[src/sv/ctc_pkg.sv]
// package: types, codes and reset constants of the comparator threshold calibrator
`timescale 1ns / 1ps

package ctc_pkg;

    localparam int LEVEL_BITS_DEF = 12;
    localparam int COUNT_BITS_DEF = 7;
    localparam int CFG_INDEX_BITS = 3;

    localparam int SWEEP_START_RST    = 2200;
    localparam int SWEEP_FLOOR_RST    = 1800;
    localparam int FALLBACK_LEVEL_RST = 2048;
    localparam int VERIFY_SAMPLES_RST = 100;
    localparam int PASS_THRESHOLD_RST = 80;
    localparam int VALID_LOW_RST      = 2000;
    localparam int VALID_HIGH_RST     = 2120;
    localparam int LEVEL_RST          = 2048;

    typedef enum logic [1:0] {
        PH_IDLE   = 2'd0,
        PH_SWEEP  = 2'd1,
        PH_VERIFY = 2'd2,
        PH_DONE   = 2'd3
    } phase_t;

    typedef enum logic {
        OP_START  = 1'b0,
        OP_SAMPLE = 1'b1
    } opcode_t;

    typedef enum logic [CFG_INDEX_BITS-1:0] {
        CFG_SWEEP_START    = 3'd0,
        CFG_SWEEP_FLOOR    = 3'd1,
        CFG_FALLBACK_LEVEL = 3'd2,
        CFG_VERIFY_SAMPLES = 3'd3,
        CFG_PASS_THRESHOLD = 3'd4,
        CFG_VALID_LOW      = 3'd5,
        CFG_VALID_HIGH     = 3'd6
    } cfg_reg_t;

endpackage

[src/sv/ctc_if.sv]
// interfaces: sample and result channels with valid/ready handshake
`timescale 1ns / 1ps

interface ctc_sample_if;
    logic valid;
    logic ready;
    logic opcode;
    logic trip;

    modport source (output valid, output opcode, output trip, input ready);
    modport sink (input valid, input opcode, input trip, output ready);
endinterface

interface ctc_result_if #(
    parameter int LEVEL_BITS = ctc_pkg::LEVEL_BITS_DEF
);
    logic                  valid;
    logic                  ready;
    logic [LEVEL_BITS-1:0] level;
    logic [1:0]            phase;
    logic                  found;
    logic                  in_range;

    modport source (output valid, output level, output phase, output found,
                    output in_range, input ready);
    modport sink (input valid, input level, input phase, input found,
                  input in_range, output ready);
endinterface

[src/sv/ctc_step.sv]
// next-state logic: one calibration step per sample or start item
`timescale 1ns / 1ps

module ctc_step #(
    parameter int LEVEL_BITS = ctc_pkg::LEVEL_BITS_DEF,
    parameter int COUNT_BITS = ctc_pkg::COUNT_BITS_DEF
) (
    input  logic                  opcode,
    input  logic                  trip,
    input  ctc_pkg::phase_t       phase,
    input  logic [LEVEL_BITS-1:0] level,
    input  logic [COUNT_BITS-1:0] samples,
    input  logic [COUNT_BITS-1:0] trips,
    input  logic                  found,
    input  logic [LEVEL_BITS-1:0] sweep_start,
    input  logic [LEVEL_BITS-1:0] sweep_floor,
    input  logic [LEVEL_BITS-1:0] fallback_level,
    input  logic [COUNT_BITS-1:0] verify_samples,
    input  logic [COUNT_BITS-1:0] pass_threshold,
    input  logic [LEVEL_BITS-1:0] valid_low,
    input  logic [LEVEL_BITS-1:0] valid_high,
    output ctc_pkg::phase_t       phase_next,
    output logic [LEVEL_BITS-1:0] level_next,
    output logic [COUNT_BITS-1:0] samples_next,
    output logic [COUNT_BITS-1:0] trips_next,
    output logic                  found_next,
    output logic                  in_range
);
    import ctc_pkg::*;

    logic [LEVEL_BITS-1:0] level_dec;
    logic [COUNT_BITS-1:0] samples_inc;
    logic [COUNT_BITS-1:0] trips_inc;
    logic [COUNT_BITS-1:0] need;
    logic                  at_floor;

    assign level_dec   = level - LEVEL_BITS'(1);
    assign samples_inc = samples + COUNT_BITS'(1);
    assign trips_inc   = trips + COUNT_BITS'(trip);
    assign need        = (verify_samples == '0) ? COUNT_BITS'(1) : verify_samples;
    assign at_floor    = (level_dec <= sweep_floor);

    always_comb
    begin
        phase_next   = phase;
        level_next   = level;
        samples_next = samples;
        trips_next   = trips;
        found_next   = found;
        if (opcode == OP_START)
        begin
            samples_next = '0;
            trips_next   = '0;
            found_next   = 1'b0;
            if (sweep_start <= sweep_floor)
            begin
                level_next = fallback_level;
                phase_next = PH_DONE;
            end
            else
            begin
                level_next = sweep_start;
                phase_next = PH_SWEEP;
            end
        end
        else
        begin
            case (phase)
                PH_SWEEP:
                begin
                    if (trip)
                    begin
                        samples_next = '0;
                        trips_next   = '0;
                        phase_next   = PH_VERIFY;
                    end
                    else if (at_floor)
                    begin
                        level_next = fallback_level;
                        found_next = 1'b0;
                        phase_next = PH_DONE;
                    end
                    else
                    begin
                        level_next = level_dec;
                    end
                end
                PH_VERIFY:
                begin
                    samples_next = samples_inc;
                    trips_next   = trips_inc;
                    if (samples_inc >= need)
                    begin
                        if (trips_inc >= pass_threshold)
                        begin
                            found_next = 1'b1;
                            phase_next = PH_DONE;
                        end
                        else if (at_floor)
                        begin
                            level_next = fallback_level;
                            found_next = 1'b0;
                            phase_next = PH_DONE;
                        end
                        else
                        begin
                            level_next = level_dec;
                            phase_next = PH_SWEEP;
                        end
                    end
                end
                default:
                begin
                    phase_next = phase;
                end
            endcase
        end
    end

    assign in_range = (level_next >= valid_low) && (level_next <= valid_high);

endmodule

[src/sv/comparator_threshold_calibrator_unit.sv]
// top level: comparator threshold calibration sequencer with config registers
`timescale 1ns / 1ps
// a sample transfer's result is registered and shows on the result channel in the cycle after the transfer
// throughput: one item per cycle while results are taken, with combinational step logic and a result register
// a waiting result holds the sample side until it is taken, a new transfer can enter
// on the same edge the waiting result leaves
// reset: config registers take their default levels, phase idle, level 2048,
// counters and found flag cleared, no result pending

module comparator_threshold_calibrator_unit #(
    parameter int LEVEL_BITS = ctc_pkg::LEVEL_BITS_DEF,
    parameter int COUNT_BITS = ctc_pkg::COUNT_BITS_DEF,
    parameter int CFG_BITS   = (LEVEL_BITS > COUNT_BITS) ? LEVEL_BITS : COUNT_BITS
) (
    input  logic                               clk,
    input  logic                               rst_n,
    ctc_sample_if.sink                         sample_ch,
    ctc_result_if.source                       result_ch,
    input  logic                               cfg_we,
    input  logic [ctc_pkg::CFG_INDEX_BITS-1:0] cfg_index,
    input  logic [CFG_BITS-1:0]                cfg_data
);
    import ctc_pkg::*;

    logic [LEVEL_BITS-1:0] sweep_start_reg;
    logic [LEVEL_BITS-1:0] sweep_floor_reg;
    logic [LEVEL_BITS-1:0] fallback_level_reg;
    logic [COUNT_BITS-1:0] verify_samples_reg;
    logic [COUNT_BITS-1:0] pass_threshold_reg;
    logic [LEVEL_BITS-1:0] valid_low_reg;
    logic [LEVEL_BITS-1:0] valid_high_reg;

    phase_t                phase_reg;
    phase_t                phase_next;
    logic [LEVEL_BITS-1:0] level_reg;
    logic [LEVEL_BITS-1:0] level_next;
    logic [COUNT_BITS-1:0] samples_reg;
    logic [COUNT_BITS-1:0] samples_next;
    logic [COUNT_BITS-1:0] trips_reg;
    logic [COUNT_BITS-1:0] trips_next;
    logic                  found_reg;
    logic                  found_next;
    logic                  in_range_next;

    logic                  out_valid_reg;
    logic [LEVEL_BITS-1:0] out_level_reg;
    logic [1:0]            out_phase_reg;
    logic                  out_found_reg;
    logic                  out_in_range_reg;

    logic                  accept;

    assign sample_ch.ready = !out_valid_reg || result_ch.ready;
    assign accept          = sample_ch.valid && sample_ch.ready;

    // config registers
    always_ff @(posedge clk or negedge rst_n)
    begin
        if (!rst_n)
        begin
            sweep_start_reg    <= LEVEL_BITS'(SWEEP_START_RST);
            sweep_floor_reg    <= LEVEL_BITS'(SWEEP_FLOOR_RST);
            fallback_level_reg <= LEVEL_BITS'(FALLBACK_LEVEL_RST);
            verify_samples_reg <= COUNT_BITS'(VERIFY_SAMPLES_RST);
            pass_threshold_reg <= COUNT_BITS'(PASS_THRESHOLD_RST);
            valid_low_reg      <= LEVEL_BITS'(VALID_LOW_RST);
            valid_high_reg     <= LEVEL_BITS'(VALID_HIGH_RST);
        end
        else if (cfg_we)
        begin
            case (cfg_index)
                CFG_SWEEP_START:    sweep_start_reg    <= cfg_data[LEVEL_BITS-1:0];
                CFG_SWEEP_FLOOR:    sweep_floor_reg    <= cfg_data[LEVEL_BITS-1:0];
                CFG_FALLBACK_LEVEL: fallback_level_reg <= cfg_data[LEVEL_BITS-1:0];
                CFG_VERIFY_SAMPLES: verify_samples_reg <= cfg_data[COUNT_BITS-1:0];
                CFG_PASS_THRESHOLD: pass_threshold_reg <= cfg_data[COUNT_BITS-1:0];
                CFG_VALID_LOW:      valid_low_reg      <= cfg_data[LEVEL_BITS-1:0];
                CFG_VALID_HIGH:     valid_high_reg     <= cfg_data[LEVEL_BITS-1:0];
                default:            ;
            endcase
        end
    end

    ctc_step #(
        .LEVEL_BITS (LEVEL_BITS),
        .COUNT_BITS (COUNT_BITS)
    ) u_step (
        .opcode         (sample_ch.opcode),
        .trip           (sample_ch.trip),
        .phase          (phase_reg),
        .level          (level_reg),
        .samples        (samples_reg),
        .trips          (trips_reg),
        .found          (found_reg),
        .sweep_start    (sweep_start_reg),
        .sweep_floor    (sweep_floor_reg),
        .fallback_level (fallback_level_reg),
        .verify_samples (verify_samples_reg),
        .pass_threshold (pass_threshold_reg),
        .valid_low      (valid_low_reg),
        .valid_high     (valid_high_reg),
        .phase_next     (phase_next),
        .level_next     (level_next),
        .samples_next   (samples_next),
        .trips_next     (trips_next),
        .found_next     (found_next),
        .in_range       (in_range_next)
    );

    // calibration state, updated once per transfer
    always_ff @(posedge clk or negedge rst_n)
    begin
        if (!rst_n)
        begin
            phase_reg   <= PH_IDLE;
            level_reg   <= LEVEL_BITS'(LEVEL_RST);
            samples_reg <= '0;
            trips_reg   <= '0;
            found_reg   <= 1'b0;
        end
        else if (accept)
        begin
            phase_reg   <= phase_next;
            level_reg   <= level_next;
            samples_reg <= samples_next;
            trips_reg   <= trips_next;
            found_reg   <= found_next;
        end
    end

    // result register
    always_ff @(posedge clk or negedge rst_n)
    begin
        if (!rst_n)
        begin
            out_valid_reg <= 1'b0;
        end
        else if (accept)
        begin
            out_valid_reg <= 1'b1;
        end
        else if (result_ch.ready)
        begin
            out_valid_reg <= 1'b0;
        end
    end

    always_ff @(posedge clk)
    begin
        if (accept)
        begin
            out_level_reg    <= level_next;
            out_phase_reg    <= phase_next;
            out_found_reg    <= found_next;
            out_in_range_reg <= in_range_next;
        end
    end

    assign result_ch.valid    = out_valid_reg;
    assign result_ch.level    = out_level_reg;
    assign result_ch.phase    = out_phase_reg;
    assign result_ch.found    = out_found_reg;
    assign result_ch.in_range = out_in_range_reg;

endmodule

[src/flat_wrapper.sv]
// flat-port wrapper written by rule: the top's interface ports become plain ports
module comparator_threshold_calibrator_unit_flat import ctc_pkg::*;
#(
    parameter int LEVEL_BITS = ctc_pkg::LEVEL_BITS_DEF,
    parameter int COUNT_BITS = ctc_pkg::COUNT_BITS_DEF,
    parameter int CFG_BITS   = (LEVEL_BITS > COUNT_BITS) ? LEVEL_BITS : COUNT_BITS
)
  (clk, rst_n, cfg_we, cfg_index, cfg_data, sample_ch_valid, sample_ch_opcode, sample_ch_trip, sample_ch_ready, result_ch_valid, result_ch_level, result_ch_phase, result_ch_found, result_ch_in_range, result_ch_ready);
  ctc_sample_if sample_ch_i ();
  ctc_result_if #(.LEVEL_BITS(LEVEL_BITS)) result_ch_i ();
  input  logic clk;
  input  logic rst_n;
  input  logic cfg_we;
  input  logic [ctc_pkg::CFG_INDEX_BITS-1:0] cfg_index;
  input  logic [CFG_BITS-1:0] cfg_data;
  input wire logic [$bits(sample_ch_i.valid)-1:0] sample_ch_valid;
  input wire logic [$bits(sample_ch_i.opcode)-1:0] sample_ch_opcode;
  input wire logic [$bits(sample_ch_i.trip)-1:0] sample_ch_trip;
  output wire logic [$bits(sample_ch_i.ready)-1:0] sample_ch_ready;
  output wire logic [$bits(result_ch_i.valid)-1:0] result_ch_valid;
  output wire logic [$bits(result_ch_i.level)-1:0] result_ch_level;
  output wire logic [$bits(result_ch_i.phase)-1:0] result_ch_phase;
  output wire logic [$bits(result_ch_i.found)-1:0] result_ch_found;
  output wire logic [$bits(result_ch_i.in_range)-1:0] result_ch_in_range;
  input wire logic [$bits(result_ch_i.ready)-1:0] result_ch_ready;
  assign sample_ch_i.valid = sample_ch_valid;
  assign sample_ch_i.opcode = sample_ch_opcode;
  assign sample_ch_i.trip = sample_ch_trip;
  assign sample_ch_ready = sample_ch_i.ready;
  assign result_ch_valid = result_ch_i.valid;
  assign result_ch_level = result_ch_i.level;
  assign result_ch_phase = result_ch_i.phase;
  assign result_ch_found = result_ch_i.found;
  assign result_ch_in_range = result_ch_i.in_range;
  assign result_ch_i.ready = result_ch_ready;
  comparator_threshold_calibrator_unit #(.LEVEL_BITS(LEVEL_BITS), .COUNT_BITS(COUNT_BITS), .CFG_BITS(CFG_BITS)) u_core (.clk(clk), .rst_n(rst_n), .sample_ch(sample_ch_i), .result_ch(result_ch_i), .cfg_we(cfg_we), .cfg_index(cfg_index), .cfg_data(cfg_data));
endmodule
[config.mk]
export PLATFORM = sky130hd
export DESIGN_NAME = comparator_threshold_calibrator_unit_flat
export DESIGN_NICKNAME = d
export VERILOG_FILES = /design/src/sv/ctc_pkg.sv /design/src/sv/ctc_if.sv /design/src/sv/ctc_step.sv /design/src/sv/comparator_threshold_calibrator_unit.sv /design/src/flat_wrapper.sv
export SDC_FILE = /design/constraint.sdc
export NUM_CORES = 1
export LEC_CHECK = 0
export BUFFER_PORTS_ARGS = -buffer_cell sky130_fd_sc_hd__buf_2
export CELL_PAD_IN_SITES_DETAIL_PLACEMENT = 1
export CELL_PAD_IN_SITES_GLOBAL_PLACEMENT = 1
export CORE_MARGIN = 4
export CORE_UTILIZATION = 53
export DETAILED_ROUTE_END_ITERATION = 8
export GPL_ROUTABILITY_DRIVEN = 0
export HOLD_SLACK_MARGIN = 0.15
export PLACE_DENSITY_LB_ADDON = 0.1
export SLEW_MARGIN = 20
export SYNTH_ARGS = -nofsm -noshare
export SYNTH_HDL_FRONTEND = slang
export SYNTH_SLANG_ARGS = --single-unit
[constraint.sdc]
create_clock -name clk -period 10.55 [get_ports clk]
set_input_delay 0.5275 -clock clk [delete_from_list [all_inputs] [get_ports clk]]
set_output_delay 0.5275 -clock clk [all_outputs]
set_load 0.01 [all_outputs]
# Word-level counts from Yosys, hierarchy flattened
# Cells that the tools add are included.
# word_totals
reg_bits	120
output_inout_bits	18
word_cells	80
# op_classes
n_reduce_logical	15
order_cmp	6
mux	29
add_sub_neg	3
n_eq_ne	10
# ops
operator	n
12-bit two-way mux	6
12-bit <= comparator	3
7-bit two-way mux	4
7-bit case mux with 2 select lines	2
12-bit case mux with 2 select lines	1
7-bit greater-or-equal comparator	2
2-bit two-way mux	7
2-bit AND reduction	7
12-bit greater-or-equal comparator	1
12-bit by 1-bit subtractor with 12-bit output (second input constant)	1
3-bit == test (second input constant)	3
7-bit by 1-bit adder with 7-bit output	1
7-bit by 1-bit adder with 7-bit output (second input constant)	1
7-bit zero test	1
1-bit two-way mux	7
3-bit by 2-bit == test with 1-bit output (second input constant)	2
2-bit case mux with 2 select lines	1
3-bit by 1-bit == test with 1-bit output (second input constant)	1
3-bit zero test	1
3-bit by 1-bit inequality test with 1-bit output (second input constant)	1
3-bit inequality test (second input constant)	1
3-bit AND reduction	1
2-bit by 1-bit == test with 1-bit output (second input constant)	1
2-bit == test (second input constant)	1
5 further kinds	6

# Longest topological paths before layout
# Gate-level depths: netlist of run 1.
# depth
depth_word	9
depth_mapped	23
ltp_nobuf	22

# Cells and area by module
# A second synthesis of run 1 with hierarchy kept.
# hier_totals
cells_unflattened	668
hier_area_um2	7450.9
# modules_own_cells
module	area_per_inst_um2	cells_per_inst	instances
comparator_threshold_calibrator_unit	4429.2	246	1
ctc_step	3021.6	422	1

# Worst setup path after synthesis of run 1
# OpenSTA, ideal clock, no wires.
# synth_timing
path_type	reg2reg
startpoint	reg u_core.level_reg[0]
endpoint	reg u_core.out_in_range_reg, in the netlist u_core.result_ch.in_range (data pin)
n_path_buf	1
required_ps	10292
period_less_slack_ps	4969
path_slack_ps	5581
stages_incl_launch_ff	23
arrival_time_ps	4711
cell_sequence	dfrtp_1 inv_1 ha_1 nor3b_1 nand3_1 nor3_1 xor2_1 ha_1 nand4_1 nor2_1 o21ai_0 a31oi_2 buf_2 mux2_2 a221oi_1 a21oi_1 ha_1 o21a_1 o2111ai_1 nor2_1 a2111oi_0 o31ai_1 o221a_2
# synth_via
elab_chain_len	9
word_cells_on_any_way	11
classes_between	add/sub: 1; order compare: 3; mux: 6; reduce/logical: 1
# synth_rtl
element	line	text
start, declared	comparator_threshold_calibrator_unit.sv:35	logic [LEVEL_BITS-1:0] level_reg;
start signal, assigned	comparator_threshold_calibrator_unit.sv:116	level_reg <= LEVEL_BITS'(LEVEL_RST);
start signal, assigned	comparator_threshold_calibrator_unit.sv:124	level_reg <= level_next;
12-bit by 1-bit subtractor with 12-bit output *	ctc_step.sv:37	assign level_dec = level - LEVEL_BITS'(1);
12-bit <= comparator	ctc_step.sv:41	assign at_floor = (level_dec <= sweep_floor);
12-bit two-way mux *	ctc_step.sv:77, ctc_step.sv:99	
12-bit two-way mux	ctc_step.sv:94	if (trips_inc >= pass_threshold)
12-bit two-way mux	ctc_step.sv:92	if (samples_inc >= need)
12-bit case mux with 2 select lines *	ctc_step.sv:68	case (phase)
12-bit two-way mux *	ctc_step.sv:50	if (opcode == OP_START)
named net u_core.level_next[7]	comparator_threshold_calibrator_unit.sv:36	logic [LEVEL_BITS-1:0] level_next;
12-bit greater-or-equal comparator / 12-bit <= comparator (equally long branches)	ctc_step.sv:120	assign in_range = (level_next >= valid_low) && (level_next <= valid_high);
1-bit logical AND *	ctc_step.sv:120	
named net u_core.in_range_next	comparator_threshold_calibrator_unit.sv:43	logic in_range_next;
end signal, assigned	comparator_threshold_calibrator_unit.sv:155	out_in_range_reg <= in_range_next;
end, declared	comparator_threshold_calibrator_unit.sv:49	logic out_in_range_reg;
# Mark *: on every way through the listed nets, which the timed path passes. The rest lies on a longest branch.
# A chain may end at the register's enable or synchronous reset.

# Worst setup path in the final report of run 1
# Same ends and word-level chain as after synthesis.

==> results of run 1 <==
layout make-up:
class | instances | share of cell area (%)
clock buffers | 19 | 5.37
clock inverters | 13 | 1.50
inverters | 61 | 2.77
multi-input cells | 499 | 46.9
flip-flops and latches | 120 | 37.7
well taps | 176 | 2.67
repair buffers | 46 | 3.06
cell usage in the layout, fill, tap and decap left out, drive strengths merged, types with 9 or more instances in the layout:
master and n:
dfrtp 80, mux2 71, ha 68, nand2 62, inv 61, buf 45, nor2 40, o21ai 34
dfstp 24, nand3 20, clkbuf 19, a21oi 17, edfxtp 16, a21o 14, a22o 14, xor2 13
a31oi 12, nand4 10, nor3 10, clkinv 9
worst max-delay path: cells and delay by family (launching register included):
kind            cells  cell delay, ps
buf+inv             2             470
xor+xnor            1             130
fa+ha+maj           3             920
simple gates        6            1410
flops               1             430
mux                 1             370
compound gates      9            2150
worst min-delay path by stage:
| stage | slack, ps | from | depth (start not counted) | endpoint |
|---|---|---|---|---|
| global placement | 490 | rst_n | 1 | u_core.pass_threshold_reg[5] |
| CTS | 290 | sample_ch_valid | 2 | u_core.result_ch.valid |
| global route | 310 | sample_ch_valid | 2 | u_core.result_ch.valid |
| floorplan | 230 | rst_n | 0 | u_core.fallback_level_reg[0] |
| detailed placement | 500 | rst_n | 1 | u_core.pass_threshold_reg[5] |
| finish | 300 | sample_ch_valid | 2 | u_core.result_ch.valid |
report_power, final:
group	internal (mW)	switching (mW)	total (mW)
Sequential	0.598	0.0980	0.696
Combinational	0.360	0.513	0.873
Clock	0.331	0.225	0.556
timing repair:
action,in CTS,in global routing
buffers inserted,0,0
endpoints found under the hold margin,22,0
hold buffers,1,0
cell families (layout without fill, tap and decap cells):
| logic type | after synthesis | in the layout | synth area share, % |
|---|---|---|---|
| AO/OA/AOI/OAI | 145 | 145 | 14.2 |
| XOR/XNOR | 19 | 19 | 2.28 |
| adder cells (fa/ha/maj) | 68 | 68 | 11.7 |
| buffers and inverters | 85 | 139 | 4.55 |
| flip-flops | 120 | 120 | 42.7 |
| multiplexers | 78 | 78 | 11.9 |
| AND/OR/NAND/NOR | 189 | 189 | 12.6 |
routing by layer:
layer,part of all wire [%],up-vias
li1,-,2655
met1,43,2992
met2,50,185
met3,5.3,44
met4,2.4,0
met5,0,-
==> flow_metrics.tcl, run 1 <==
set metrics [dict create \
    die_y_um 125 \
    place_ws_ps 4450 \
    cts_resized 0 \
    r2r-start "u_core.level_reg[0]" \
    initial_utilization_pct 54.6 \
    grt_pass1_vias 6519 \
    p_per_area_mw_per_mm2 258 \
    period_needed_ps 6160 \
    overflow 0 \
    critPathLaunchType "register" \
    fin_worst_skew_ps 10.9 \
    yosysMostFrequentCell "dfrtp_1" \
    report.final.hold_viol_count 0 \
    synth_area_mm2 0.00729 \
    utilization_pct 61.8 \
    fin_ws_ps 4390 \
    syn_inst 704 \
    slew_violations 0 \
    ys_seq_area_share_pct 42.7 \
    setup_viol 0 \
    track_usage_pct 29.1 \
    drive_above_1_share_pct 24.8 \
    crit_fanout 13 \
    tns_ps 0 \
    ys_types 65 \
    slowest_delay_ps 620 \
    io_buffers 39 \
    total_power_mw 2.13 \
    clockRootBuffer "clkbuf_16" \
    fillCellCount 1467 \
    fin_crit_sh_pct 58.4 \
    placed_area_mm2 0.00766 \
    clkLatencyLatePin_ps 430 \
    async_flop_share_pct 86.7 \
    relSlewSlack_pct 33.9 \
    wl_um 21800 \
    end_kind "register" \
    crit_top_cell "ha_1" \
    grtUsageMet3_pct 6.06 \
    drt_pass1_iterations 7 \
    ff2ff_setup_slack_ps 4390 \
    cts.path.max_buffers 2 \
    crit_chain "inv_1 -> ha_1 -> nor3b_1 -> nand3_1 -> nor3_1 -> xor2_1 -> ha_1 -> nand4_1 -> nor2_1 -> o21ai_0 -> a31oi_2 -> buf_4 -> mux2_2 -> a221oi_1 -> a21oi_1 -> ha_1 -> o21a_1 -> o2111ai_1 -> nor2_1 -> a2111oi_0 -> o31ai_1 -> o221a_2" \
    synth_area_leaders "dfrtp_1 27%, ha_1 12%, mux2_2 11%" \
    grt.busiest_layer "met2" \
    antenna_found_initial 0 \
    cts_max_level 4 \
    max_freq_mhz 162 \
    drc 0 \
    rows 42 \
    dp_hpwl_um 15400 \
    tritoncts "built" \
    cp.required_ps 10730 \
    critical_path_arrival_ps 6340 \
    yosys_warnings 0 \
    avgViaCountPerCell 6.29 \
    synth-edff-count 16 \
    io-pin-count 40 \
    synth_top_area_cell "dfrtp_1" \
    dr.first_iter.drc_count 496 \
    fin_nets 835 \
    routedWlPerCell_um 23.4 \
    p_leak_nw 3.78 \
    worst_pin_slew_ps 983 \
    ir_worst_vdd_uv 148 \
    synth_nets 794 \
    post-place-cells 901 \
    timing.rr.end "u_core.result_ch.in_range" \
    cts.clk_slew.worst_paths_ps 60 \
    synth_area_per_cell_um2 10.4 \
    grt_pass1_wl_um 35700 \
    maxCapViolations 0 \
    vias 5876 \
    criticalPathCategory "reg2reg" \
    regArea_mm2 0.00311 \
    endpoint "u_core.result_ch.in_range" \
    hold_slack_ps 301 \
    dieArea_mm2 0.0157 \
    n_antenna_cell 0 \
    grt_use_met2_pct 48.8 \
    reg2reg_depth 22 \
    synthTopCellsByCount "80 x dfrtp_1, 71 x mux2_2, 68 x ha_1" \
    cts_sinks 120 \
    cp-startpoint "u_core.level_reg[0]" \
    hold_class "in2reg" \
    cts_buffers 17 \
    ant_nets 0 \
    synth_top_flop_cell "dfrtp_1" \
    fin_cells 934 \
    grt_max_degree 75 \
    synth.ff_latch_count 120 \
    multiInputGateArea_mm2 0.00387 \
    area_growth_pct 13.2 \
    fin_area_mm2 0.00825 \
    synth.top_cell.area_share_pct 27.5 \
    globalRouteMet1Util_pct 37.6 \
    die_w_um 125 \
    rsz0062_at_grt "false" \
    core_region_area_mm2 0.0133 \
    status "complete, no violations" \
    slowest_stage "a31oi_2" \
]
Power figures use the tool's default switching activity.
==> inputs of run 2 (changes only) <==
Settings changed: CORE_UTILIZATION 53 to 49.
Clock period 10.55 ns to 5.9 ns, I/O delays scaled along.
==> run 2 against run 1 <==
  * Flip-flop and latch count did not move
  * Sequential share of layout area shrank 0.57 points
  * Global-route usage fell by 1.7 points
  * First-iteration DRC count is 14% lower
  * Critical endpoint unchanged
  * Routed wire length decreased by 0.20%
  * Clock skew down 0.99 ps
  * Utilization down 4.2 points
  * Die area rose by 7.6%
  * Design area is 1.5% higher
  * Via count down 0.82%
  * Register-to-register slack lost 4000 ps
==> flow_metrics.tcl, run 2 (same netlist as run 1, synthesis figures left out) <==
set metrics [dict create \
    ff2ff_setup_slack_ps 400 \
    drive_above_1_share_pct 25.2 \
    cts_max_level 4 \
    io_buffers 39 \
    routedWlPerCell_um 22.9 \
    ant_nets 0 \
    grt_pass1_wl_um 34900 \
    vias 5828 \
    die_w_um 130 \
    layout_commonest_cell "dfrtp_1" \
    end_kind "register" \
    cp.required_ps 6090 \
    n_antenna_cell 0 \
    antenna_found_initial 0 \
    drc 0 \
    drt_pass1_iterations 5 \
    critical_path_arrival_ps 5690 \
    rsz0062_at_grt "false" \
    ir_worst_vdd_uv 250 \
    relSlewSlack_pct 29.6 \
    maxCapViolations 0 \
    clockRootBuffer "clkbuf_16" \
    dieArea_mm2 0.0169 \
    rows 44 \
    setup_viol 0 \
    critPathLaunchType "register" \
    cts_buffers 17 \
    hp-start "cfg_data[7]" \
    utilization_pct 57.6 \
    initial_utilization_pct 50.1 \
    fin_crit_sh_pct 93.3 \
    max_freq_mhz 182 \
    clkLatencyLatePin_ps 430 \
    status "complete, no violations" \
    core_region_area_mm2 0.0145 \
    track_usage_pct 27.4 \
    overflow 0 \
    p_leak_nw 3.84 \
    tns_ps 0 \
    fin_nets 843 \
    reg2reg_depth 19 \
    wl_um 21800 \
    fillCellCount 1596 \
    tritoncts "built" \
    min_to "u_core.sweep_floor_reg[7]" \
    avgViaCountPerCell 6.13 \
    dp_hpwl_um 15300 \
    hold_class "in2reg" \
    timing.rr.end "u_core.result_ch.in_range" \
    grt_max_degree 71 \
    grt_pass1_vias 6402 \
    io-pin-count 40 \
    report.final.hold_viol_count 0 \
    area_growth_pct 15.0 \
    mostFrequentLayoutCells "80 x dfrtp_1, 71 x mux2_2, 68 x ha_1" \
    crit_fanout 24 \
    cts.clk_slew.worst_paths_ps 60 \
    p_per_area_mw_per_mm2 471 \
    r2r-start "u_core.level_reg[1]" \
    period_needed_ps 5500 \
    cts_sinks 120 \
    die_y_um 130 \
    dr.first_iter.drc_count 425 \
    worst_pin_slew_ps 1050 \
    fin_worst_skew_ps 9.91 \
    min_path_cells 3 \
    cts.path.max_buffers 2 \
    slew_violations 0 \
    criticalPathCategory "reg2reg" \
]
-- run 2: cell type report --
class                      instances  area, um^2  share of cell area [%]
multi-input combinational        499        3870                    46.2
sequential                       120        3110                    37.2
clock buffer                      18         450                    5.38
timing repair buffer              54         318                    3.79
tap                              184         230                    2.75
inverter                          61         229                    2.73
clock inverter                    14         170                    2.03
-- run 2: timing repair --
item / in CTS / in global routing
gates resized for setup: 0 / 1
buffers inserted: 0 / 0
hold endpoints to repair: 25 / 0
hold buffers: 3 / 0
setup endpoints to repair: 0 / 1
-- run 2: critical path, stage by stage (launching register included) --
cell,delay (ps)
dfrtp_1,450
nor4_2,480
nand3_1,260
nor4_1,360
xor2_1,150
ha_1,330
nand4_1,140
nor4_1,410
a31oi_2,60
buf_4,260
and4_1,230
o21ai_0,290
a31oi_1,230
ha_1,350
o21a_1,160
o2111ai_1,260
nor2_1,100
a2111oi_0,430
o31ai_1,140
o221a_2,140
-- run 2: how the worst max path moves through the flow --
stage	startpoint	to
4_1_cts	u_core.level_reg[1]	u_core.result_ch.in_range
6_report	u_core.level_reg[1]	u_core.result_ch.in_range
5_1_grt	u_core.level_reg[0]	u_core.result_ch.in_range
2_1_floorplan	u_core.level_reg[0]	u_core.result_ch.in_range
3_5_place_dp	u_core.level_reg[1]	u_core.result_ch.in_range
3_3_place_gp	u_core.level_reg[1]	u_core.result_ch.in_range
-- run 2: per-stage QoR --
step	hold slack (ps)	power [mW]	instances	setup slack (ps)	cell area [um^2]
finish	169	3.95	950	398	8380
global route	173	4.19	950	28.8	8380
CTS	154	3.94	950	275	8370
detailed placement	294	2.79	915	376	7720
global placement	285	2.70	915	618	7720
floorplan	-0.591	2.28	704	931	7290
-- run 2: metal layers --
layer | GRT usage (%) | vias up | wire length [um]
li1 | - | 2659 | -
met1 | 35.3 | 2986 | 9440
met2 | 45.6 | 158 | 10800
met3 | 6.67 | 25 | 1260
met4 | 9.29 | 0 | 338
met5 | 0 | - | 0
-- run 2: report_power, final --
part | leakage (nW) | switching [mW] | internal (mW)
Combinational | 2.16 | 0.947 | 0.665
Clock | 0.297 | 0.408 | 0.689
Sequential | 1.39 | 0.170 | 1.07
==> inputs of run 3 (changes only) <==
Settings changed: RECOVER_POWER set to 50.
Clock period 5.9 ns to 5.45 ns, I/O delays scaled along.
==> run 3 against run 2 <==
  * The flow now finishes with violations (max-capacitance violations, max-slew violations)
  * Cell count unchanged
  * Combinational power increased by 8%
  * Die area unchanged
  * Critical path depth increased by 4
  * Count of clock-buffer cells in the layout increased by 5
  * Non-clock buffer count unchanged
  * Utilization decreased by 0.28 points
  * First-iteration DRC count decreased by 11%
  * Routed wire length decreased by 3.8%
  * Via count decreased by 0.72%
  * Global-route usage decreased by 0.97 points
  * Fmax increased by 4.9%
  * Largest power group unchanged
==> flow_metrics.tcl, run 3 (same netlist as run 1, synthesis figures left out) <==
set metrics [dict create \
    status "finished with violations" \
    violations "max-capacitance violations, max-slew violations" \
    cts_sinks 120 \
    avgViaCountPerCell 6.09 \
    mostFrequentLayoutCells "80 x dfrtp_1, 69 x mux2_2, 68 x ha_1" \
    wl_um 21000 \
    maxCapViolations 3 \
    routedWlPerCell_um 22.1 \
    ir_worst_vdd_uv 208 \
    crit_fanout 24 \
    highest_layer "met4" \
    total_power_mw 4.18 \
    rows 44 \
    worst_pin_slew_ps 2510 \
    setup_viol 0 \
    fillCellCount 1603 \
    cts_buffers 17 \
    relSlewSlack_pct -67.6 \
    drive_above_1_share_pct 21.5 \
    fin_cells 950 \
    overflow 0 \
    cts_setup_buffers 0 \
    io_buffers 39 \
    cp.required_ps 5750 \
    regArea_mm2 0.00311 \
    cts.path.max_buffers 2 \
    slew_violations 68 \
    tritoncts "built" \
    layout_commonest_cell "dfrtp_1" \
    area_growth_pct 14.4 \
    vias 5786 \
    report.final.hold_viol_count 0 \
    max_freq_mhz 191 \
    n_antenna_cell 0 \
    grt_max_degree 66 \
    critical_path_arrival_ps 5540 \
    drt_pass1_iterations 4 \
    antenna_found_initial 0 \
    criticalPathCategory "reg2reg" \
    grt_pass1_wl_um 34000 \
    die_w_um 130 \
    initial_utilization_pct 50.1 \
    grt_pass1_vias 6178 \
    dieArea_mm2 0.0169 \
    tns_ps 0 \
    multiInputGateArea_mm2 0.00390 \
    m1WireLength_um 9530 \
    track_usage_pct 26.5 \
    clkLatencyLatePin_ps 420 \
    clockRootBuffer "clkbuf_16" \
    fin_crit_sh_pct 96.2 \
    die_y_um 130 \
    hold_slack_ps 170 \
    core_region_area_mm2 0.0145 \
    route.met3.wl_um 1180 \
    critPathLaunchType "register" \
    utilization_pct 57.4 \
    end_kind "register" \
    fin_worst_skew_ps 9.39 \
    post-place-cells 914 \
    drc 0 \
    dr_wl_met2_um 9920 \
    hold_class "in2reg" \
    cts_max_level 4 \
    dp_hpwl_um 15100 \
    cts.clk_slew.worst_paths_ps 60 \
    fin_nets 843 \
    dr.first_iter.drc_count 380 \
    p_per_area_mw_per_mm2 502 \
    ant_nets 0 \
    period_needed_ps 5240 \
    io-pin-count 40 \
    p_leak_nw 3.75 \
]
==> run 3: worst paths after layout <==
kind / from / endpoint / slack (ps) / depth (start not counted)
worst min register to register: u_core.valid_high_reg[10] / u_core.valid_high_reg[10] / 500 / 1
min in group asynchronous: rst_n / u_core.found_reg / 1160 / 2
worst min-delay path: cfg_data[10] / u_core.sweep_floor_reg[10] / 170 / 3
worst max-delay path: u_core.level_reg[0] / u_core.result_ch.in_range / 210 / 23
max in group asynchronous: rst_n / u_core.valid_low_reg[5] / 2340 / 3
worst max register to register: u_core.level_reg[0] / u_core.result_ch.in_range / 210 / 23
==> run 3: through the flow <==
step | worst slack, ps | area [um^2]
after floorplan | 481 | 7290
after global placement | 336 | 7710
after detailed placement | 66.8 | 7720
after CTS | 56.5 | 8330
after global routing | -71.4 | 8340
final | 207 | 8340
==> run 3: final cells by class <==
| cell class | count | share of cell area, % |
|---|---|---|
| multi-input cells | 499 | 46.8 |
| clock inverters | 9 | 1.20 |
| well taps | 184 | 2.76 |
| flip-flops and latches | 120 | 37.3 |
| clock buffers | 23 | 5.61 |
| repair buffers | 54 | 3.54 |
| inverters | 61 | 2.75 |
==> run 3: routing by layer <==
metal	track usage (%)	up-vias
met5	0	-
met4	8.74	0
met3	4.18	28
met2	42.3	143
met1	37.0	2954
li1	-	2661
==> run 3: where the power goes <==
part | total (mW) | leakage [nW] | switching (mW) | internal, mW
clock | 1.09 | 0.268 | 0.402 | 0.691
combinational | 1.74 | 2.09 | 1.00 | 0.736
sequential | 1.35 | 1.39 | 0.194 | 1.16
==> run 3: worst max-delay path, cell delays in order (launching register included) <==
cell,delay [ps]
dfrtp_1,460
inv_1,150
ha_1,240
nor3b_4,260
nand3_2,170
nor3_2,160
xor2_1,100
ha_1,330
nand4_1,150
nor2_1,130
o21ai_0,110
a31oi_2,260
buf_12,220
mux2_2,350
nand2_1,110
a31oi_2,180
ha_1,280
a21o_1,160
a21o_1,180
a21o_1,200
a211oi_1,330
o21bai_1,120
a221oi_1,250
o221a_2,220
==> run 3: timing repair <==
item | 4_1_cts | 5_1_grt
hold endpoints to repair | 31 | 0
resized for setup | 1 | 12
endpoints found under the setup margin | 1 | 1
hold buffers | 4 | 0
cloned | 0 | 0
